--- src/rtl/core/etl_pkg.sv ---
`timescale 1ns / 1ps
package etl_pkg;

   localparam int POSITION_BITS     = 16;
   localparam int VALUE_BITS        = 32;
   localparam int CHAR_BITS         = 8;
   localparam int CSR_DATA_BITS     = 64;
   localparam int CSR_INDEX_BITS    = 2;
   localparam int KW_LEN_BITS       = 4;
   localparam int DEF_KEYWORD_CHARS = 8;
   localparam int DEF_QUEUE_DEPTH   = 4;

   localparam logic [CHAR_BITS-1:0] CHAR_PLUS    = 8'h2B;
   localparam logic [CHAR_BITS-1:0] CHAR_MINUS   = 8'h2D;
   localparam logic [CHAR_BITS-1:0] CHAR_STAR    = 8'h2A;
   localparam logic [CHAR_BITS-1:0] CHAR_SLASH   = 8'h2F;
   localparam logic [CHAR_BITS-1:0] CHAR_OPEN    = 8'h28;
   localparam logic [CHAR_BITS-1:0] CHAR_CLOSE   = 8'h29;
   localparam logic [CHAR_BITS-1:0] CHAR_AMP     = 8'h26;
   localparam logic [CHAR_BITS-1:0] CHAR_PIPE    = 8'h7C;
   localparam logic [CHAR_BITS-1:0] CHAR_EQ      = 8'h3D;
   localparam logic [CHAR_BITS-1:0] CHAR_BANG    = 8'h21;
   localparam logic [CHAR_BITS-1:0] CHAR_SPACE   = 8'h20;
   localparam logic [CHAR_BITS-1:0] CHAR_ZERO    = 8'h30;
   localparam logic [CHAR_BITS-1:0] CHAR_NINE    = 8'h39;
   localparam logic [CHAR_BITS-1:0] CHAR_UPPER_A = 8'h41;
   localparam logic [CHAR_BITS-1:0] CHAR_UPPER_Z = 8'h5A;
   localparam logic [CHAR_BITS-1:0] CHAR_LOWER_A = 8'h61;
   localparam logic [CHAR_BITS-1:0] CHAR_LOWER_Z = 8'h7A;

   typedef enum logic [CSR_INDEX_BITS-1:0] {
      CSR_KW1_CHARS  = 2'd0,
      CSR_KW1_LENGTH = 2'd1,
      CSR_KW2_CHARS  = 2'd2,
      CSR_KW2_LENGTH = 2'd3
   } csr_type;

   typedef enum logic [3:0] {
      KIND_EOF    = 4'd0,
      KIND_NUMBER = 4'd1,
      KIND_SPACE  = 4'd2,
      KIND_WORD   = 4'd3,
      KIND_PLUS   = 4'd4,
      KIND_MINUS  = 4'd5,
      KIND_STAR   = 4'd6,
      KIND_SLASH  = 4'd7,
      KIND_OPEN   = 4'd8,
      KIND_CLOSE  = 4'd9,
      KIND_ANDAND = 4'd10,
      KIND_OROR   = 4'd11,
      KIND_EQEQ   = 4'd12,
      KIND_NOTEQ  = 4'd13,
      KIND_BANG   = 4'd14,
      KIND_ERROR  = 4'd15
   } kind_type;

   typedef enum logic [3:0] {
      CH_DIGIT, CH_SPACE, CH_LETTER, CH_PLUS, CH_MINUS, CH_STAR, CH_SLASH,
      CH_OPEN, CH_CLOSE, CH_AMP, CH_PIPE, CH_EQ, CH_BANG, CH_OTHER, CH_END
   } chr_type;

   typedef enum logic [1:0] {
      RUN_NONE   = 2'd0,
      RUN_NUMBER = 2'd1,
      RUN_SPACE  = 2'd2,
      RUN_WORD   = 2'd3
   } run_type;

   typedef enum logic [2:0] {
      PEND_NONE = 3'd0,
      PEND_AMP  = 3'd1,
      PEND_PIPE = 3'd2,
      PEND_EQ   = 3'd3,
      PEND_BANG = 3'd4
   } pend_type;

   typedef enum logic [1:0] {
      KW_NONE = 2'd0,
      KW_ONE  = 2'd1,
      KW_TWO  = 2'd2
   } kw_type;

   typedef enum logic [1:0] {
      PH_FIRST  = 2'b01,
      PH_SECOND = 2'b10
   } phase_type;

   typedef struct packed {
      chr_type              code;
      logic [CHAR_BITS-1:0] chr;
   } item_type;

   typedef struct packed {
      kind_type                 kind;
      logic [POSITION_BITS-1:0] start;
      logic [POSITION_BITS-1:0] length;
      logic [VALUE_BITS-1:0]    value;
      logic                     overflow;
      kw_type                   kw;
   } tok_type;

   typedef struct packed {
      logic [CSR_DATA_BITS-1:0] one_chars;
      logic [KW_LEN_BITS-1:0]   one_len;
      logic [CSR_DATA_BITS-1:0] two_chars;
      logic [KW_LEN_BITS-1:0]   two_len;
   } kw_cfg_type;

   // Maps one text byte onto the class the back end works with.
   function automatic chr_type classify(input logic [CHAR_BITS-1:0] c);
      chr_type code;
      case (c)
         CHAR_SPACE: code = CH_SPACE;
         CHAR_PLUS:  code = CH_PLUS;
         CHAR_MINUS: code = CH_MINUS;
         CHAR_STAR:  code = CH_STAR;
         CHAR_SLASH: code = CH_SLASH;
         CHAR_OPEN:  code = CH_OPEN;
         CHAR_CLOSE: code = CH_CLOSE;
         CHAR_AMP:   code = CH_AMP;
         CHAR_PIPE:  code = CH_PIPE;
         CHAR_EQ:    code = CH_EQ;
         CHAR_BANG:  code = CH_BANG;
         default: begin
            if (c inside {[CHAR_ZERO:CHAR_NINE]}) begin
               code = CH_DIGIT;
            end else if (c inside {[CHAR_UPPER_A:CHAR_UPPER_Z],
                                   [CHAR_LOWER_A:CHAR_LOWER_Z]}) begin
               code = CH_LETTER;
            end else begin
               code = CH_OTHER;
            end
         end
      endcase
      return code;
   endfunction

endpackage

--- src/rtl/core/etl_if.sv ---
`timescale 1ns / 1ps
interface etl_req_if;
   import etl_pkg::*;
   logic                 valid;
   logic                 ready;
   logic [CHAR_BITS-1:0] character;
   logic                 end_marker;

   modport source (output valid, output character, output end_marker, input ready);
   modport sink (input valid, input character, input end_marker, output ready);
endinterface

interface etl_rsp_if;
   import etl_pkg::*;
   logic                     valid;
   logic                     ready;
   logic [3:0]               token_kind;
   logic [POSITION_BITS-1:0] token_start;
   logic [POSITION_BITS-1:0] token_length;
   logic [VALUE_BITS-1:0]    number_value;
   logic                     number_overflow;
   logic [1:0]               keyword_match;
   logic                     last_of_run;

   modport source (output valid, output token_kind, output token_start,
                   output token_length, output number_value, output number_overflow,
                   output keyword_match, output last_of_run, input ready);
   modport sink (input valid, input token_kind, input token_start, input token_length,
                 input number_value, input number_overflow, input keyword_match,
                 input last_of_run, output ready);
endinterface

--- src/rtl/core/expression_token_lexer.sv ---
// A beat is classified as it is accepted and written into the queue; the back end takes
// it from the queue head and loads the first token it causes into the result register,
// which drives rsp_chan directly. One character beat is taken per cycle while the queue
// has room; the single result register lets out one token a cycle while the receiver is
// ready, so an item that causes two tokens holds the back end until its second is loaded.
// Reset (synchronous, active high) empties the queue and the result register, closes any
// run, clears the text position and sets both keywords to zero length.
`timescale 1ns / 1ps
module expression_token_lexer #(
   parameter int KEYWORD_CHARS = etl_pkg::DEF_KEYWORD_CHARS,
   parameter int QUEUE_DEPTH   = etl_pkg::DEF_QUEUE_DEPTH
) (
   input  logic                                 clock,
   input  logic                                 reset,
   etl_req_if.sink                              req_chan,
   etl_rsp_if.source                            rsp_chan,
   input  logic                                 csr_write_enable,
   input  logic [etl_pkg::CSR_INDEX_BITS-1:0]   csr_index,
   input  logic [etl_pkg::CSR_DATA_BITS-1:0]    csr_data
);
   import etl_pkg::*;

   // The front end classifies each character beat and pushes it into a short queue.
   // The back end drains that queue, keeps the open run (number, spaces or word) and
   // a held first character of a two-character operator, and turns each item into
   // zero, one or two tokens. The queue lets the input keep streaming while the back
   // end sends out both tokens of an item that closes one token and emits another.

   kw_cfg_type kw_cfg_ff, kw_cfg_in;

   logic     q_push;
   item_type q_push_item;
   logic     q_pop;
   item_type q_head;
   logic     q_empty;
   logic     q_full;

   logic     rsp_valid;
   tok_type  rsp_tok;
   logic     rsp_last;

   // Keyword registers. The user must write them only while the block is idle (the block
   // does not enforce it), so the back end can compare against them directly.
   always_comb begin
      kw_cfg_in = kw_cfg_ff;
      if (csr_write_enable) begin
         case (csr_type'(csr_index))
            CSR_KW1_CHARS:  kw_cfg_in.one_chars = csr_data;
            CSR_KW1_LENGTH: kw_cfg_in.one_len   = csr_data[KW_LEN_BITS-1:0];
            CSR_KW2_CHARS:  kw_cfg_in.two_chars = csr_data;
            CSR_KW2_LENGTH: kw_cfg_in.two_len   = csr_data[KW_LEN_BITS-1:0];
            default: ;
         endcase
      end
   end

   always_ff @(posedge clock) begin
      if (reset) begin
         kw_cfg_ff <= '0;
      end else begin
         kw_cfg_ff <= kw_cfg_in;
      end
   end

   etl_front u_front (
      .req_chan (req_chan),
      .q_full   (q_full),
      .q_push   (q_push),
      .q_item   (q_push_item)
   );

   etl_queue #(
      .DEPTH (QUEUE_DEPTH)
   ) u_queue (
      .clock     (clock),
      .reset     (reset),
      .push      (q_push),
      .push_item (q_push_item),
      .pop       (q_pop),
      .head      (q_head),
      .empty     (q_empty),
      .full      (q_full)
   );

   etl_back #(
      .KEYWORD_CHARS (KEYWORD_CHARS)
   ) u_back (
      .clock     (clock),
      .reset     (reset),
      .q_empty   (q_empty),
      .q_head    (q_head),
      .q_pop     (q_pop),
      .kw_cfg    (kw_cfg_ff),
      .rsp_valid (rsp_valid),
      .rsp_ready (rsp_chan.ready),
      .rsp_tok   (rsp_tok),
      .rsp_last  (rsp_last)
   );

   // The result register in the back end drives the result beat directly.
   assign rsp_chan.valid           = rsp_valid;
   assign rsp_chan.token_kind      = rsp_tok.kind;
   assign rsp_chan.token_start     = rsp_tok.start;
   assign rsp_chan.token_length    = rsp_tok.length;
   assign rsp_chan.number_value    = rsp_tok.value;
   assign rsp_chan.number_overflow = rsp_tok.overflow;
   assign rsp_chan.keyword_match   = rsp_tok.kw;
   assign rsp_chan.last_of_run     = rsp_last;

endmodule

--- src/rtl/core/etl_front.sv ---
`timescale 1ns / 1ps
module etl_front (
   etl_req_if.sink          req_chan,
   input  logic             q_full,
   output logic             q_push,
   output etl_pkg::item_type q_item
);
   import etl_pkg::*;

   // A beat is taken whenever the queue has room.
   assign req_chan.ready = !q_full;
   assign q_push         = req_chan.valid && !q_full;

   always_comb begin
      q_item.chr  = req_chan.character;
      q_item.code = req_chan.end_marker ? CH_END : classify(req_chan.character);
   end

endmodule

--- src/rtl/core/etl_queue.sv ---
`timescale 1ns / 1ps
module etl_queue #(
   parameter int DEPTH = etl_pkg::DEF_QUEUE_DEPTH
) (
   input  logic              clock,
   input  logic              reset,
   input  logic              push,
   input  etl_pkg::item_type push_item,
   input  logic              pop,
   output etl_pkg::item_type head,
   output logic              empty,
   output logic              full
);
   import etl_pkg::*;

   // DEPTH must be a power of two of at least two (not checked here), so the pointers wrap by themselves.
   localparam int PTR_BITS = $clog2(DEPTH);
   localparam int CNT_BITS = $clog2(DEPTH + 1);

   item_type            mem_ff [DEPTH];
   logic [PTR_BITS-1:0] wr_ptr_ff, wr_ptr_in;
   logic [PTR_BITS-1:0] rd_ptr_ff, rd_ptr_in;
   logic [CNT_BITS-1:0] count_ff, count_in;
   logic                push_ok;
   logic                pop_ok;

   assign empty   = (count_ff == '0);
   assign full    = (count_ff == CNT_BITS'(DEPTH));
   assign push_ok = push && !full;
   assign pop_ok  = pop && !empty;
   assign head    = mem_ff[rd_ptr_ff];

   always_comb begin
      wr_ptr_in = push_ok ? wr_ptr_ff + PTR_BITS'(1) : wr_ptr_ff;
      rd_ptr_in = pop_ok ? rd_ptr_ff + PTR_BITS'(1) : rd_ptr_ff;
      count_in  = count_ff + CNT_BITS'(push_ok) - CNT_BITS'(pop_ok);
   end

   always_ff @(posedge clock) begin
      if (reset) begin
         wr_ptr_ff <= '0;
         rd_ptr_ff <= '0;
         count_ff  <= '0;
      end else begin
         wr_ptr_ff <= wr_ptr_in;
         rd_ptr_ff <= rd_ptr_in;
         count_ff  <= count_in;
      end
   end

   always_ff @(posedge clock) begin
      if (push_ok) begin
         mem_ff[wr_ptr_ff] <= push_item;
      end
   end

endmodule

--- src/rtl/core/etl_back.sv ---
`timescale 1ns / 1ps
module etl_back #(
   parameter int KEYWORD_CHARS = etl_pkg::DEF_KEYWORD_CHARS
) (
   input  logic                clock,
   input  logic                reset,
   input  logic                q_empty,
   input  etl_pkg::item_type   q_head,
   output logic                q_pop,
   input  etl_pkg::kw_cfg_type kw_cfg,
   output logic                rsp_valid,
   input  logic                rsp_ready,
   output etl_pkg::tok_type    rsp_tok,
   output logic                rsp_last
);
   import etl_pkg::*;

   localparam int WORD_BITS  = CHAR_BITS * KEYWORD_CHARS;
   localparam int WIDE_BITS  = VALUE_BITS + 4;
   localparam logic [POSITION_BITS-1:0] POS_MAX = '1;
   localparam logic [WIDE_BITS-1:0] VALUE_MAX_WIDE = {4'b0000, {VALUE_BITS{1'b1}}};

   // Run and operator state.
   run_type                  run_class_ff, run_class_in;
   logic [POSITION_BITS-1:0] run_start_ff, run_start_in;
   logic [POSITION_BITS-1:0] run_length_ff, run_length_in;
   logic [VALUE_BITS-1:0]    acc_ff, acc_in;
   logic                     ovf_ff, ovf_in;
   logic [WORD_BITS-1:0]     word_ff, word_in;
   pend_type                 pend_ff, pend_in;
   logic [POSITION_BITS-1:0] pos_ff, pos_in;
   phase_type                phase_ff, phase_in;

   // Result register.
   logic                     rsp_valid_ff, rsp_valid_in;
   tok_type                  tok_ff;
   logic                     last_ff;

   logic                     is_end;
   run_type                  cls;
   logic [POSITION_BITS-1:0] pos_prev;
   logic                     pair_hit;
   kind_type                 pair_kind;
   logic                     extend;
   logic                     start_run;
   pend_type                 new_pend;
   logic                     a_v, b_v, c_v;
   tok_type                  a_tok, b_tok, c_tok;
   tok_type                  t0, t1;
   logic                     any_tok, two_tok;
   logic                     out_free, load, commit;
   logic                     hit_one, hit_two;

   logic [POSITION_BITS-1:0] base_len;
   logic [VALUE_BITS-1:0]    base_acc;
   logic                     base_ovf;
   logic [WORD_BITS-1:0]     base_word;
   logic [WIDE_BITS-1:0]     acc_wide;
   logic [WIDE_BITS-1:0]     acc_x10;
   run_type                  grow_class;

   function automatic logic kw_hit(input logic [WORD_BITS-1:0]     word,
                                   input logic [POSITION_BITS-1:0] run_len,
                                   input logic [CSR_DATA_BITS-1:0] chars,
                                   input logic [KW_LEN_BITS-1:0]   len);
      logic match;
      match = (len != '0) && (len <= KW_LEN_BITS'(KEYWORD_CHARS))
              && (POSITION_BITS'(len) == run_len);
      for (int b = 0; b < KEYWORD_CHARS; b++) begin
         if ((KW_LEN_BITS'(b) < len)
             && (word[b*CHAR_BITS +: CHAR_BITS] != chars[b*CHAR_BITS +: CHAR_BITS])) begin
            match = 1'b0;
         end
      end
      return match;
   endfunction

   assign is_end   = (q_head.code == CH_END);
   assign pos_prev = pos_ff - POSITION_BITS'(1);

   always_comb begin
      case (q_head.code)
         CH_DIGIT:  cls = RUN_NUMBER;
         CH_SPACE:  cls = RUN_SPACE;
         CH_LETTER: cls = RUN_WORD;
         default:   cls = RUN_NONE;
      endcase
   end

   // Held operator: either it pairs with this byte or it is flushed on its own.
   always_comb begin
      pair_hit  = 1'b0;
      pair_kind = KIND_ERROR;
      case (pend_ff)
         PEND_AMP: begin
            pair_hit  = (q_head.code == CH_AMP);
            pair_kind = KIND_ANDAND;
         end
         PEND_PIPE: begin
            pair_hit  = (q_head.code == CH_PIPE);
            pair_kind = KIND_OROR;
         end
         PEND_EQ: begin
            pair_hit  = (q_head.code == CH_EQ);
            pair_kind = KIND_EQEQ;
         end
         PEND_BANG: begin
            pair_hit  = (q_head.code == CH_EQ);
            pair_kind = KIND_NOTEQ;
         end
         default: ;
      endcase
      if (is_end) begin
         pair_hit = 1'b0;
      end

      a_v         = (pend_ff != PEND_NONE);
      a_tok       = '0;
      a_tok.start = pos_prev;
      if (pair_hit) begin
         a_tok.kind   = pair_kind;
         a_tok.length = POSITION_BITS'(2);
      end else begin
         a_tok.kind   = (pend_ff == PEND_BANG) ? KIND_BANG : KIND_ERROR;
         a_tok.length = POSITION_BITS'(1);
      end
   end

   // Open run: closed by end of text or by a byte of another class.
   always_comb begin
      hit_one = kw_hit(word_ff, run_length_ff, kw_cfg.one_chars, kw_cfg.one_len);
      hit_two = kw_hit(word_ff, run_length_ff, kw_cfg.two_chars, kw_cfg.two_len);

      b_tok        = '0;
      b_tok.start  = run_start_ff;
      b_tok.length = run_length_ff;
      case (run_class_ff)
         RUN_NUMBER: begin
            b_tok.kind     = KIND_NUMBER;
            b_tok.value    = acc_ff;
            b_tok.overflow = ovf_ff;
         end
         RUN_SPACE: b_tok.kind = KIND_SPACE;
         RUN_WORD: begin
            b_tok.kind = KIND_WORD;
            b_tok.kw   = hit_one ? KW_ONE : (hit_two ? KW_TWO : KW_NONE);
         end
         default: ;
      endcase

      extend    = !is_end && !pair_hit && (run_class_ff != RUN_NONE)
                  && (cls == run_class_ff);
      b_v       = (run_class_ff != RUN_NONE) && (is_end || (!pair_hit && !extend));
      start_run = !is_end && !pair_hit && !extend && (cls != RUN_NONE);
   end

   // The byte itself: a one-character operator, an unknown character, a held operator or end of text.
   always_comb begin
      c_v          = 1'b0;
      new_pend     = PEND_NONE;
      c_tok        = '0;
      c_tok.start  = pos_ff;
      c_tok.length = POSITION_BITS'(1);
      if (is_end) begin
         c_v          = 1'b1;
         c_tok.kind   = KIND_EOF;
         c_tok.length = '0;
      end else if (!pair_hit && !extend && (cls == RUN_NONE)) begin
         c_v = 1'b1;
         case (q_head.code)
            CH_PLUS:  c_tok.kind = KIND_PLUS;
            CH_MINUS: c_tok.kind = KIND_MINUS;
            CH_STAR:  c_tok.kind = KIND_STAR;
            CH_SLASH: c_tok.kind = KIND_SLASH;
            CH_OPEN:  c_tok.kind = KIND_OPEN;
            CH_CLOSE: c_tok.kind = KIND_CLOSE;
            CH_AMP: begin
               c_v      = 1'b0;
               new_pend = PEND_AMP;
            end
            CH_PIPE: begin
               c_v      = 1'b0;
               new_pend = PEND_PIPE;
            end
            CH_EQ: begin
               c_v      = 1'b0;
               new_pend = PEND_EQ;
            end
            CH_BANG: begin
               c_v      = 1'b0;
               new_pend = PEND_BANG;
            end
            default: c_tok.kind = KIND_ERROR;
         endcase
      end
   end

   // Growing a run by one byte; a fresh run starts from empty values.
   always_comb begin
      base_len   = start_run ? '0 : run_length_ff;
      base_acc   = start_run ? '0 : acc_ff;
      base_ovf   = start_run ? 1'b0 : ovf_ff;
      base_word  = start_run ? '0 : word_ff;
      grow_class = start_run ? cls : run_class_ff;
      acc_wide   = WIDE_BITS'(base_acc);
      acc_x10    = (acc_wide << 3) + (acc_wide << 1) + WIDE_BITS'(q_head.chr[3:0]);
   end

   always_comb begin
      run_class_in  = run_class_ff;
      run_start_in  = run_start_ff;
      run_length_in = run_length_ff;
      acc_in        = acc_ff;
      ovf_in        = ovf_ff;
      word_in       = word_ff;
      pend_in       = new_pend;
      pos_in        = pos_ff + POSITION_BITS'(1);
      if (is_end) begin
         run_class_in  = RUN_NONE;
         run_start_in  = '0;
         run_length_in = '0;
         acc_in        = '0;
         ovf_in        = 1'b0;
         word_in       = '0;
         pend_in       = PEND_NONE;
         pos_in        = '0;
      end else begin
         if (b_v) begin
            run_class_in  = RUN_NONE;
            run_length_in = '0;
            acc_in        = '0;
            ovf_in        = 1'b0;
            word_in       = '0;
         end
         if (extend || start_run) begin
            run_class_in  = grow_class;
            run_start_in  = start_run ? pos_ff : run_start_ff;
            run_length_in = (base_len == POS_MAX) ? base_len : base_len + POSITION_BITS'(1);
            acc_in        = base_acc;
            ovf_in        = base_ovf;
            word_in       = base_word;
            if (grow_class == RUN_NUMBER) begin
               if (acc_x10 > VALUE_MAX_WIDE) begin
                  acc_in = '1;
                  ovf_in = 1'b1;
               end else begin
                  acc_in = acc_x10[VALUE_BITS-1:0];
               end
            end
            if (grow_class == RUN_WORD) begin
               for (int b = 0; b < KEYWORD_CHARS; b++) begin
                  if (base_len == POSITION_BITS'(b)) begin
                     word_in[b*CHAR_BITS +: CHAR_BITS] = q_head.chr;
                  end
               end
            end
         end
      end
   end

   // Up to two tokens per item leave one a cycle while the result register is free; state moves on with the last one.
   always_comb begin
      t0       = a_v ? a_tok : (b_v ? b_tok : c_tok);
      t1       = (a_v && b_v) ? b_tok : c_tok;
      any_tok  = a_v || b_v || c_v;
      two_tok  = (a_v && b_v) || (a_v && c_v) || (b_v && c_v);
      out_free = !rsp_valid_ff || rsp_ready;
      load     = !q_empty && any_tok && out_free;
      commit   = !q_empty && (!any_tok
                 || (out_free && (!two_tok || (phase_ff == PH_SECOND))));

      phase_in = phase_ff;
      if (load && two_tok && (phase_ff == PH_FIRST)) begin
         phase_in = PH_SECOND;
      end else if (commit) begin
         phase_in = PH_FIRST;
      end

      if (load) begin
         rsp_valid_in = 1'b1;
      end else if (rsp_ready) begin
         rsp_valid_in = 1'b0;
      end else begin
         rsp_valid_in = rsp_valid_ff;
      end
   end

   assign q_pop     = commit;
   assign rsp_valid = rsp_valid_ff;
   assign rsp_tok   = tok_ff;
   assign rsp_last  = last_ff;

   always_ff @(posedge clock) begin
      if (reset) begin
         run_class_ff  <= RUN_NONE;
         run_start_ff  <= '0;
         run_length_ff <= '0;
         acc_ff        <= '0;
         ovf_ff        <= 1'b0;
         word_ff       <= '0;
         pend_ff       <= PEND_NONE;
         pos_ff        <= '0;
         phase_ff      <= PH_FIRST;
         rsp_valid_ff  <= 1'b0;
      end else begin
         if (commit) begin
            run_class_ff  <= run_class_in;
            run_start_ff  <= run_start_in;
            run_length_ff <= run_length_in;
            acc_ff        <= acc_in;
            ovf_ff        <= ovf_in;
            word_ff       <= word_in;
            pend_ff       <= pend_in;
            pos_ff        <= pos_in;
         end
         phase_ff     <= phase_in;
         rsp_valid_ff <= rsp_valid_in;
      end
   end

   always_ff @(posedge clock) begin
      if (load) begin
         tok_ff  <= (phase_ff == PH_SECOND) ? t1 : t0;
         last_ff <= !two_tok || (phase_ff == PH_SECOND);
      end
   end

endmodule

--- src/flat_wrapper.sv ---
// flat-port wrapper written by rule: the top's interface ports become plain ports
module expression_token_lexer_flat import etl_pkg::*;
#(
   parameter int KEYWORD_CHARS = etl_pkg::DEF_KEYWORD_CHARS,
   parameter int QUEUE_DEPTH   = etl_pkg::DEF_QUEUE_DEPTH
)
  (clock, reset, csr_write_enable, csr_index, csr_data, req_chan_valid, req_chan_character, req_chan_end_marker, req_chan_ready, rsp_chan_valid, rsp_chan_token_kind, rsp_chan_token_start, rsp_chan_token_length, rsp_chan_number_value, rsp_chan_number_overflow, rsp_chan_keyword_match, rsp_chan_last_of_run, rsp_chan_ready);
  etl_req_if req_chan_i ();
  etl_rsp_if rsp_chan_i ();
  input  logic clock;
  input  logic reset;
  input  logic csr_write_enable;
  input  logic [etl_pkg::CSR_INDEX_BITS-1:0] csr_index;
  input  logic [etl_pkg::CSR_DATA_BITS-1:0] csr_data;
  input wire logic [$bits(req_chan_i.valid)-1:0] req_chan_valid;
  input wire logic [$bits(req_chan_i.character)-1:0] req_chan_character;
  input wire logic [$bits(req_chan_i.end_marker)-1:0] req_chan_end_marker;
  output wire logic [$bits(req_chan_i.ready)-1:0] req_chan_ready;
  output wire logic [$bits(rsp_chan_i.valid)-1:0] rsp_chan_valid;
  output wire logic [$bits(rsp_chan_i.token_kind)-1:0] rsp_chan_token_kind;
  output wire logic [$bits(rsp_chan_i.token_start)-1:0] rsp_chan_token_start;
  output wire logic [$bits(rsp_chan_i.token_length)-1:0] rsp_chan_token_length;
  output wire logic [$bits(rsp_chan_i.number_value)-1:0] rsp_chan_number_value;
  output wire logic [$bits(rsp_chan_i.number_overflow)-1:0] rsp_chan_number_overflow;
  output wire logic [$bits(rsp_chan_i.keyword_match)-1:0] rsp_chan_keyword_match;
  output wire logic [$bits(rsp_chan_i.last_of_run)-1:0] rsp_chan_last_of_run;
  input wire logic [$bits(rsp_chan_i.ready)-1:0] rsp_chan_ready;
  assign req_chan_i.valid = req_chan_valid;
  assign req_chan_i.character = req_chan_character;
  assign req_chan_i.end_marker = req_chan_end_marker;
  assign req_chan_ready = req_chan_i.ready;
  assign rsp_chan_valid = rsp_chan_i.valid;
  assign rsp_chan_token_kind = rsp_chan_i.token_kind;
  assign rsp_chan_token_start = rsp_chan_i.token_start;
  assign rsp_chan_token_length = rsp_chan_i.token_length;
  assign rsp_chan_number_value = rsp_chan_i.number_value;
  assign rsp_chan_number_overflow = rsp_chan_i.number_overflow;
  assign rsp_chan_keyword_match = rsp_chan_i.keyword_match;
  assign rsp_chan_last_of_run = rsp_chan_i.last_of_run;
  assign rsp_chan_i.ready = rsp_chan_ready;
  expression_token_lexer #(.KEYWORD_CHARS(KEYWORD_CHARS), .QUEUE_DEPTH(QUEUE_DEPTH)) u_core (.clock(clock), .reset(reset), .req_chan(req_chan_i), .rsp_chan(rsp_chan_i), .csr_write_enable(csr_write_enable), .csr_index(csr_index), .csr_data(csr_data));
endmodule
--- config.mk ---
export PLATFORM = sky130hd
export DESIGN_NAME = expression_token_lexer_flat
export DESIGN_NICKNAME = d
export VERILOG_FILES = /design/src/rtl/core/etl_pkg.sv /design/src/rtl/core/etl_if.sv /design/src/rtl/core/expression_token_lexer.sv /design/src/rtl/core/etl_front.sv /design/src/rtl/core/etl_queue.sv /design/src/rtl/core/etl_back.sv /design/src/flat_wrapper.sv
export SDC_FILE = /design/constraint.sdc
export NUM_CORES = 1
export LEC_CHECK = 0
export CAP_MARGIN = 20
export CORE_MARGIN = 1
export CORE_UTILIZATION = 45
export DETAILED_ROUTE_END_ITERATION = 16
export DONT_BUFFER_PORTS = 1
export GPL_TIMING_DRIVEN = 0
export PLACE_DENSITY_LB_ADDON = 0.08
export SKIP_CTS_REPAIR_TIMING = 1
export SLEW_MARGIN = 25
export SYNTH_ARGS = -nofsm -noshare
export SYNTH_HDL_FRONTEND = slang
export SYNTH_SLANG_ARGS = --single-unit
--- constraint.sdc ---
create_clock -name clock -period 15.33 [get_ports clock]
set_clock_uncertainty 0.15 [all_clocks]
set_input_delay 0.7665 -clock clock [delete_from_list [all_inputs] [get_ports clock]]
set_output_delay 0.7665 -clock clock [all_outputs]
set_load 0.01 [all_outputs]
Yosys cells after proc, flatten, opt, wreduce, memory -nomap -nowiden. Memories as Yosys holds them, arrays and structs flattened. A register that Yosys moved wholly into a read port is not among the register bits. Index checks and enable logic that the tools add are counted.

Memories: 1. Memory bits (writable): 48. Output and inout bits: 74. Register bits: 368. Input bits: 80.

Memory list: u_core.u_queue.mem_ff (words 4, width 12, rd ports 1, clocked after memory_dff 1, wr ports 1, RTL line etl_queue.sv:20) `item_type mem_ff [DEPTH];`.

Reductions and logical operators: 84. Multiplexer cells: 92. Add/sub/neg operators: 9. $lt $le $gt $ge: 25. Eq/ne operators: 66.

Operator list (number): 64-bit two-way mux (5); 71-bit two-way mux (4); 32-bit two-way mux (6); 16-bit two-way mux (9); 8-bit != test (16); 8-bit by 6-bit == test with 1-bit output (second input constant) (10); 16-bit by 3-bit == test with 1-bit output (second input constant) (4); 8-bit two-way mux (8); 4-bit case mux with 11 select lines (1); 1-bit logical AND (43); 35-bit by 33-bit adder with 36-bit output (1); 36-bit by 4-bit adder with 36-bit output (1); 36-bit by 32-bit > comparator with 1-bit output (second input constant) (1); 33-bit two-way mux (1); 16-bit by 1-bit adder with 16-bit output (second input constant) (2); 16-bit by 2-bit == test with 1-bit output (second input constant) (2); 4-bit by 16-bit == test with 1-bit output (2); 3-bit by 4-bit < comparator with 1-bit output (first input constant) (8); 1-bit two-way mux (32); 4-bit case mux with 7 select lines (1); 4-bit == test (second input constant) (6); 2-bit two-way mux (12); 4-bit two-way mux (6); 3-bit case mux with 4 select lines (2); 39 further kinds (93).

Logic depth before layout (Yosys ltp). Gate-level depths: netlist (run 1).

Depth after elaboration: 24. Gate-level depth with buffers: 22.

Cells and area by module. From an unflattened synthesis (run 1), not the netlist that was laid out.

Cells, all modules: 2297. Area, all modules: 22315.2 sq um.

By module, submodules not included: etl_back (instances 1, area each 14161.1 sq um, cells each 1622); expression_token_lexer (instances 1, area each 5594.1 sq um, cells each 514); etl_queue (instances 1, area each 2208.4 sq um, cells each 113); etl_front (instances 1, area each 351.6 sq um, cells each 48).

Worst setup path after synthesis (run 1). OpenSTA, ideal clock, no wires.

Path type: register to register. From: register (tool-made name). To: register u_core.u_back.last_ff, in the netlist u_core.u_back.rsp_last, enable pin. Clock period less this slack: 6.309 ns. Path buffers: 2. Data arrival time: 5.633 ns. Stages on the path, launching flop included: 9. Setup slack: 9.021 ns. Cells stage by stage: dfxtp_1 -> buf_6 -> mux4_2 -> buf_6 -> and4b_1 -> o21a_2 -> nor2_1 -> o21ai_0 -> a21oi_1.

RTL lines: end signal: assignment (RTL line etl_back.sv:324) `last_ff <= !two_tok || (phase_ff == PH_SECOND);`; end: declaration (RTL line etl_back.sv:37) `logic last_ff;`.

==> results of run 1 <==
[cell usage in the layout (no fill, tap or decap), types with 75 or more instances in the layout]
cell type    n
and2_1      88
dfxtp_1    298
ha_1        75
clkbuf_1   134
edfxtp_1   120
nor2_1     137
a21oi_1    206
nand2_1    389
xnor2_1     91
o21ai_0     93
xor2_1      93
[path summary, 6_finish.rpt]
path	from	endpoint	slack, ns	cells past startpoint
hold / removal	req_chan_character[7]	u_core.u_queue.mem_ff[1][7]	0.13	0
setup reg to reg	register	u_core.u_back.acc_ff[25]	7.59	22
hold reg to reg	u_core.kw_cfg_ff[18]	u_core.kw_cfg_ff[18]	0.32	2
setup / recovery	register	u_core.u_back.acc_ff[25]	7.59	22
[synthesized netlist by cell type (5+ instances only)]
cell type  number
o21ai_4         8
nor4_1         30
dfxtp_1       298
nor3b_1         6
or3_1          21
a2111oi_0      15
a21oi_1       207
a221o_1         6
a211oi_1        9
inv_1          30
o21a_1          8
buf_6          10
nor3_1         65
nand2b_1        9
a22oi_1        19
nor4b_1         6
and3_1         23
nand3_1        25
ha_1           75
and2_1         88
buf_2          11
nor2_1        138
nor2b_1        11
o21ai_0        93
nand4_1        33
xnor2_1        91
a22o_1         51
nand3b_1        5
a31oi_1        15
clkbuf_1      113
o22ai_1         7
edfxtp_1      120
o2bb2ai_1      17
o32ai_1         6
xor2_1         93
mux4_2         12
nand2_1       389
o211ai_1       11
mux2i_1        10
a21o_1         12
[power by group]
part	total (uW)	leakage [uW]	internal, uW	switching [uW]
Sequential	1460	0.00356	1340	121
Combinational	938	0.00461	309	629
Clock	1090	0.000701	622	463
[state kept, by name, summed over array words and instances, names as in the netlist, named ones only]
| name | flops |
|---|---|
| u_core.u_back.ovf_ff | 1 |
| u_core.u_back.word_ff | 64 |
| u_core.u_back.run_start_ff | 16 |
| u_core.u_queue.mem_ff | 48 |
| u_core.u_back.pend_ff | 3 |
| u_core.u_back.rsp_valid | 1 |
| u_core.u_queue.count_ff | 3 |
| u_core.u_back.run_class_ff | 2 |
| u_core.u_queue.rd_ptr_ff | 2 |
| u_core.kw_cfg_ff | 136 |
| u_core.u_back.phase_ff | 2 |
| u_core.u_back.run_length_ff | 16 |
| u_core.u_back.acc_ff | 32 |
| u_core.u_queue.wr_ptr_ff | 2 |
| u_core.u_back.rsp_tok | 71 |
| u_core.u_back.pos_ff | 16 |
| u_core.u_back.rsp_last | 1 |
[per-layer routing]
| metal | wire [um] | vias up | track usage |
|---|---|---|---|
| met5 | 0 | - | 0 |
| met3 | 3560 | 82 | 0.0491 |
| met4 | 1260 | 0 | 0.0695 |
| met1 | 26700 | 7999 | 0.331 |
| met2 | 27800 | 409 | 0.419 |
| li1 | - | 8217 | - |
[cell type report]
| class | instances | area [sq um] |
|---|---|---|
| plain buffers | 142 | 651 |
| clock buffers | 73 | 1350 |
| clock inverters | 12 | 105 |
| fillers | 4281 | 22400 |
| inverters | 31 | 116 |
| multi-input cells | 1690 | 10600 |
| flip-flops and latches | 418 | 9570 |
| well taps | 600 | 751 |
| repair buffers | 3 | 82.6 |
[worst reg2reg max path: cells and delay by family (launching register included)]
| kind | cells | cell delay, ns |
|---|---|---|
| compound gates | 9 | 2.74 |
| xor+xnor | 1 | 0.28 |
| fa+ha+maj | 2 | 0.53 |
| buf+inv | 6 | 2.19 |
| flops | 1 | 0.41 |
| mux | 1 | 0.56 |
| simple gates | 3 | 0.78 |
[stage by stage]
stage / cells / power [uW] / area [sq um] / utilization / worst slack [ns]
floorplan: 2281 / 2100 / 20900 / - / 9.02
global placement: 2881 / 2390 / 21700 / 0.475 / 7.01
detailed placement: 2884 / 2430 / 21800 / 0.477 / 7.67
CTS: 2969 / 3510 / 23200 / 0.509 / 7.61
global route: 2969 / 3650 / 23200 / 0.509 / 7.12
finish: 2969 / 3490 / 23200 / 0.509 / 7.59
[logic make-up after synthesis]
family                     after synthesis
AOI/OAI and AO/OA                      527
and+or+nand+nor                        879
buffers and inverters                  173
xor gates and xnor gates               184
adders and majority gates               77
DFF                                    418
muxes                                   23
==> results.yml, run 1 <==
yosys:
  synth_top_cell_area_share: 0.285
  syn-cell-area_sq_um: 20900
  yosysWarnings: 0
  async_flop_share: 0
  ys_ff_latch: 418
  synth_top_family_by_area: "simple AND/OR/NAND/NOR gates"
  synthAdderAreaFrac: 0.0467
  synthesis.nets: 2438
  synthFlopType: "dfxtp_1"
  synth.area.top_cells: "dfxtp_1 28%, edfxtp_1 17%, nand2_1 7.0%, a21oi_1 4.9%, ha_1 4.5%"
  avgSynthCellArea_sq_um: 9.18
  synth-compound-area-share: 0.165
  synth-simple-area-share: 0.199
  synth_cell_types: 93
  muxShareOfSynthArea: 0.0182
  synth-edff-count: 120
  synth_xor_area_frac: 0.0770
  yosysTopAreaCell: "dfxtp_1"
  syn_inst: 2281
  seq_area_frac_synth: 0.457
sta:
  setup_tns_ns: 0
  tightest_slew_ns: 0.933
  finalHoldViolations: 0
  final-setup-viol-count: 0
  drv_slew: 0
  holdWs_ns: 0.128
  fmax_mhz: 129
  period_share: 0.505
  rsz0062_at_grt: "no"
  slew_headroom: 0.378
  period_needed_ns: 7.74
job:
  drv_cap: 0
floorplanning:
  initial_utilization: 0.458
  die_width_um: 218
  num_io_pins: 154
  die_area_sq_um: 47400
  rows: 78
  fp.dieH_um: 218
  core_region_area_sq_um: 45700
route:
  drtPass1Iterations: 5
  ant_nets: 0
  initialDrtViolationCount: 1025
  vias_per_cell: 5.63
  drt-total-wl_um: 59400
  drc_errors: 0
  vias: 16707
  wire_per_inst_um: 20.0
worst_setup_path:
  cp_top_family: "compound AO/OA/AOI/OAI gates"
  cp_cell_sequence: "mux4_2 -> buf_2 -> xnor2_1 -> a32oi_2 -> nand3_1 -> buf_2 -> clkbuf_1 -> clkbuf_1 -> and2_1 -> ha_1 -> ha_1 -> clkbuf_1 -> a21oi_1 -> o211ai_1 -> a2111oi_0 -> a21oi_1 -> a221o_1 -> nor4bb_1 -> o22ai_1 -> clkbuf_1 -> a211oi_1 -> o21ai_0"
  required_ns: 15.67
  worstSetupPathType: "reg2reg"
  start_kind: "register"
  cp_num_buf_inv: 6
  crit_top_cell: "clkbuf_1"
  crit_path_end_kind: "register"
  critPathArrivalTime_ns: 8.07
  slowest_stage: "a2111oi_0"
  slowest_delay_ns: 0.64
  crit_path_max_fanout: 10
grt:
  grt_first_pass_wirelength_um: 93200
  grt_usage: 0.252
  antenna_found_initial: 0
  grt-ovfl-total: 0
  grt_max_degree: 24
  grt_pass1_vias: 16489
clock_tree:
  clk_latency_ns: 0.59
  htree_levels: 2
  cts-buffers-inserted: 48
  max-clock-path-buffers: 3
  path_clk_slew_ns: 0.06
  cts_tree: "done"
  clkSinkCount: 418
  cts-root-buf: "clkbuf_16"
finish:
  fin_nets: 2491
  final_layout_size_suffix_gt1_frac: 0.0608
  area_growth_pct: 11.0
  diodes: 0
worst_hold_path:
  hold_class: "in2reg"
run_status:
  status: "finished clean"
placed_design:
  gp_congestion: 0.887
  dp_hpwl_um: 43900
  io_buffer_count: 0
power:
  leakagePower_uw: 0.00886
  pwr_density_cell_nw_per_um2: 150
  power.ir.vdd_worst_uv: 136
(Power assumes the default switching activity.)
==> run 2: changes to the inputs <==
Clock period 15.33 ns to 7.15 ns, I/O delays scaled along.
==> results.yml, run 2 (synthesis results as in run 1) <==
placed_design:
  dp_cells: 2884
  gp_congestion: 0.887
  dp_hpwl_um: 43900
  io_buffer_count: 0
  dp_slack_ns: -0.511
  placed_cell_area_sq_um: 21800
sta:
  tightest_slew_ns: 0.944
  drv_slew: 0
  finalHoldViolations: 8
  fmax_mhz: 146
  rsz0062_at_grt: "no"
  holdWs_ns: -0.0117
  final-setup-viol-count: 0
  period_needed_ns: 6.84
  slew_headroom: 0.366
  fin_ws_ns: 0.305
  period_share: 0.957
power:
  p_int_uw: 4910
  clkPwrFrac: 0.309
  power_frac_seq: 0.417
  switchingPower_uw: 2620
  pwr_density_cell_nw_per_um2: 313
  power.ir.vdd_worst_uv: 290
  leakagePower_uw: 0.00920
  switching_share: 0.348
  total_power_uw: 7530
  combPwrFrac: 0.274
route:
  drtPass1Iterations: 6
  initialDrtViolationCount: 1125
  vias_per_cell: 5.60
  drc_errors: 0
  drt-total-wl_um: 59900
  vias: 17082
  ant_nets: 0
  wire_per_inst_um: 19.7
finish:
  nFillCells: 4240
  final_cell_mix: "389 x nand2_1, 298 x dfxtp_1, 206 x a21oi_1"
  area_growth_pct: 14.8
  fin_nets: 2567
  finalInstanceArea_sq_um: 24000
  regMostFlops: "u_core.kw_cfg_ff"
  final_layout_size_suffix_gt1_frac: 0.0622
  largest_reg_flops: 136
  layoutNonFillerInstCount: 3048
  layout_commonest_cell: "nand2_1"
  multi_input_area_sq_um: 10600
  seq_area_sq_um: 9570
job:
  drv_cap: 0
grt:
  grt_usage: 0.252
  grt_pass1_vias: 16489
  grt_first_pass_wirelength_um: 93200
  grt_max_degree: 24
  grt-ovfl-total: 0
  antenna_found_initial: 6
worst_setup_path:
  start_kind: "register"
  crit_path_end_kind: "register"
  required_ns: 7.44
  crit_path_max_fanout: 10
  cp_num_buf_inv: 6
  r2r_slack_ns: 0.31
  worstSetupPathType: "reg2reg"
  slowest_delay_ns: 0.66
  cp_cell_sequence: "buf_6 -> mux4_2 -> nor2b_1 -> a32oi_2 -> nand3_2 -> buf_2 -> clkbuf_2 -> clkbuf_2 -> and2_1 -> ha_1 -> ha_1 -> clkbuf_1 -> a21oi_1 -> o211ai_1 -> a2111oi_2 -> a21oi_1 -> a221o_1 -> nor4bb_1 -> o22ai_2 -> clkbuf_1 -> a2111oi_0 -> nor3_1"
  critPathArrivalTime_ns: 7.13
  cp_top_family: "compound AO/OA/AOI/OAI gates"
  slowest_stage: "mux4_2"
clock_tree:
  cts_tree: "done"
  htree_levels: 2
  clk_latency_ns: 0.59
  cts-root-buf: "clkbuf_16"
  path_clk_slew_ns: 0.06
  clkSinkCount: 418
  max-clock-path-buffers: 3
  cts-buffers-inserted: 48
floorplanning:
  die_width_um: 218
  initial_utilization: 0.458
  fp.dieH_um: 218
  num_io_pins: 154
  die_area_sq_um: 47400
  rows: 78
  core_region_area_sq_um: 45700
run_status:
  failed_checks: "hold timing"
  status: "complete, but fails checks"
worst_hold_path:
  hold_class: "in2reg"
run 2: changes by cell type in the layout (fill, tap and decap cells not counted), sizes merged:
cell,delta
dlygate4sd3,+76
diode,+3
run 2: worst reg2reg max path: stages, from the launching register on:
cell and delay, ns:
dfxtp_1 0.41, buf_6 0.22, mux4_2 0.67, nor2b_1 0.21
a32oi_2 0.26, nand3_2 0.25, buf_2 0.28, clkbuf_2 0.27
clkbuf_2 0.26, and2_1 0.24, ha_1 0.28, ha_1 0.27
clkbuf_1 0.25, a21oi_1 0.13, o211ai_1 0.30, a2111oi_2 0.14
a21oi_1 0.43, a221o_1 0.26, nor4bb_1 0.36, o22ai_2 0.23
clkbuf_1 0.28, a2111oi_0 0.45, nor3_1 0.11
run 2: final cells by class:
cell class,instances,area share
multi-input cells,1690,0.443
clock inverters,12,0.00437
clock buffers,73,0.0560
plain buffers,142,0.0273
diodes,3,0.000312
well taps,600,0.0312
flip-flops and latches,418,0.398
repair buffers,79,0.0351
inverters,31,0.00484
run 2: worst paths after layout:
| check | startpoint | endpoint | depth (start not counted) |
|---|---|---|---|
| max reg2reg | register | u_core.u_back.acc_ff[19] | 22 |
| max | register | u_core.u_back.acc_ff[19] | 22 |
| min reg2reg | u_core.kw_cfg_ff[39] | u_core.kw_cfg_ff[39] | 2 |
| min | req_chan_end_marker | u_core.u_queue.mem_ff[2][10] | 2 |
run 2: through the flow:
step / setup TNS, ns / hold WS, ns / utilization
3_5_place_dp: -12.28 / 0.305 / 0.477
2_1_floorplan: 0 / 0.279 / -
6_report: 0 / -0.0117 / 0.526
5_1_grt: 0 / 0.0244 / 0.526
3_3_place_gp: -96.09 / 0.301 / 0.475
4_1_cts: -14.09 / -0.310 / 0.509
run 2: power by group through the flow:
stage | Clock [uW] | Combinational (uW) | Sequential, uW
2_1_floorplan | 0 | 1320 | 3180
3_3_place_gp | 0 | 1860 | 3250
3_5_place_dp | 0 | 2010 | 3200
4_1_cts | 2360 | 2020 | 3150
5_1_grt | 2460 | 2250 | 3180
6_report | 2330 | 2060 | 3140
run 2: layer usage:
metal | wire, um | vias to the layer above | share of wire | GRT usage
met2 | 28200 | 457 | 0.47 | 0.419
met1 | 27200 | 8150 | 0.45 | 0.331
li1 | - | 8379 | - | -
met3 | 3130 | 90 | 0.052 | 0.0491
met4 | 1310 | 6 | 0.022 | 0.0695
met5 | 34 | - | 0.00057 | 0
==> run 3: changes to the inputs <==
Settings changed: RECOVER_POWER set to 25, SKIP_CTS_REPAIR_TIMING 1 to not set.
==> results.yml, run 3 (synthesis results as in run 1) <==
floorplanning:
  die_area_sq_um: 47400
  rows: 78
  core_region_area_sq_um: 45700
  num_io_pins: 154
  die_width_um: 218
  fp.dieH_um: 218
  initial_utilization: 0.458
sta:
  holdWs_ns: 0.0257
  tightest_slew_ns: 0.956
  final-setup-viol-count: 0
  rsz0062_at_grt: "yes"
  period_share: 0.948
  setup_tns_ns: 0
  fmax_mhz: 148
  period_needed_ns: 6.77
  finalHoldViolations: 0
  drv_slew: 0
  slew_headroom: 0.362
clock_tree:
  clkSinkCount: 418
  htree_levels: 2
  cts_tree: "done"
  cts-root-buf: "clkbuf_16"
  clk_latency_ns: 0.59
  path_clk_slew_ns: 0.06
  cts-buffers-inserted: 48
  max-clock-path-buffers: 3
route:
  wire_per_inst_um: 19.6
  drtPass1Iterations: 5
  drt-total-wl_um: 59800
  ant_nets: 0
  vias_per_cell: 5.59
  drc_errors: 0
  vias: 17032
  initialDrtViolationCount: 1063
finish:
  final_cell_mix: "389 x nand2_1, 298 x dfxtp_1, 206 x a21oi_1"
  largest_reg_flops: 136
  regMostFlops: "u_core.kw_cfg_ff"
  finalInstanceArea_sq_um: 24000
  fin_nets: 2567
  area_growth_pct: 14.8
  layout_commonest_cell: "nand2_1"
  final_layout_size_suffix_gt1_frac: 0.0618
  nFillCells: 4243
worst_setup_path:
  critPathArrivalTime_ns: 7.07
  crit_path_end_kind: "register"
  required_ns: 7.45
  start_kind: "register"
  worstSetupPathType: "reg2reg"
  crit_path_max_fanout: 10
power:
  leakagePower_uw: 0.00920
  power.ir.vdd_worst_uv: 289
  pwr_density_cell_nw_per_um2: 313
job:
  drv_cap: 0
grt:
  antenna_found_initial: 9
  grt_first_pass_wirelength_um: 94300
  grt-ovfl-total: 0
  grt_max_degree: 24
  grt_pass1_vias: 16760
  grt_usage: 0.254
placed_design:
  io_buffer_count: 0
  dp_hpwl_um: 43900
  placed_cell_area_sq_um: 21800
  gp_congestion: 0.887
worst_hold_path:
  hp-start: "csr_index[1]"
  hold_class: "in2reg"
run_status:
  status: "finished clean"
-- run 3: changes by cell type in the layout (fill, tap and decap cells not counted), sizes merged --
cell / delta
diode: +1
buf: -1
clkbuf: +1
-- run 3: final timing paths --
check | cells after the start | to | slack [ns]
max | 22 | u_core.u_back.acc_ff[9] | 0.38
min reg2reg | 2 | u_core.kw_cfg_ff[39] | 0.32
max reg2reg | 22 | u_core.u_back.acc_ff[9] | 0.38
min | 4 | u_core.kw_cfg_ff[67] | 0.03
-- run 3: final cells by class --
cell class | instances | area [sq um] | share of cell area
clock inverters | 12 | 105 | 0.00437
diodes | 4 | 10.0 | 0.000416
plain buffers | 142 | 654 | 0.0272
flip-flops and latches | 418 | 9570 | 0.398
repair buffers | 79 | 843 | 0.0351
well taps | 600 | 751 | 0.0312
inverters | 31 | 116 | 0.00484
clock buffers | 73 | 1350 | 0.0560
multi-input cells | 1690 | 10600 | 0.443
-- run 3: metal layers --
| metal | part of all wire | track usage |
|---|---|---|
| met1 | 0.45 | 0.338 |
| met2 | 0.47 | 0.425 |
| met3 | 0.052 | 0.0393 |
| met4 | 0.021 | 0.0690 |
| met5 | 0.00097 | 0 |
-- run 3: through the flow --
step,total power [uW],worst slack (ns),std cells,util
final,7530,0.375,3049,0.526
after global routing,7890,0.0101,3048,0.526
after CTS,7580,0.0244,3045,0.526
after detailed placement,5210,-0.511,2884,0.477
after global placement,5110,-1.17,2881,0.475
after floorplan,4500,0.841,2281,-
-- run 3: what timing repair did --
action                                 4_1_cts  5_1_grt
setup buffers                                0        0
setup endpoints to repair                   33       33
resized for setup                            5       10
hold buffers                                76        0
endpoints found under the hold margin      187        0
-- run 3: report_power, final --
part	total, uW	leakage (uW)	internal (uW)	switching [uW]
sequential	3140	0.00356	2880	259
clock	2330	0.000701	1330	997
combinational	2060	0.00494	694	1370
-- run 3: critical path, cell delays in order, from the launching register on --
cell       delay, ns
dfxtp_1         0.41
buf_6           0.22
mux4_2          0.66
nor2b_1         0.20
a32oi_2         0.25
nand3_2         0.24
buf_2           0.28
clkbuf_2        0.27
clkbuf_2        0.26
and2_1          0.23
ha_1            0.28
ha_1            0.27
clkbuf_1        0.25
a21oi_1         0.14
o211ai_1        0.29
a2111oi_2       0.14
a21oi_1         0.42
a221o_1         0.25
nor4bb_1        0.36
o22ai_2         0.23
clkbuf_1        0.28
a2111oi_0       0.45
nor3_1          0.09
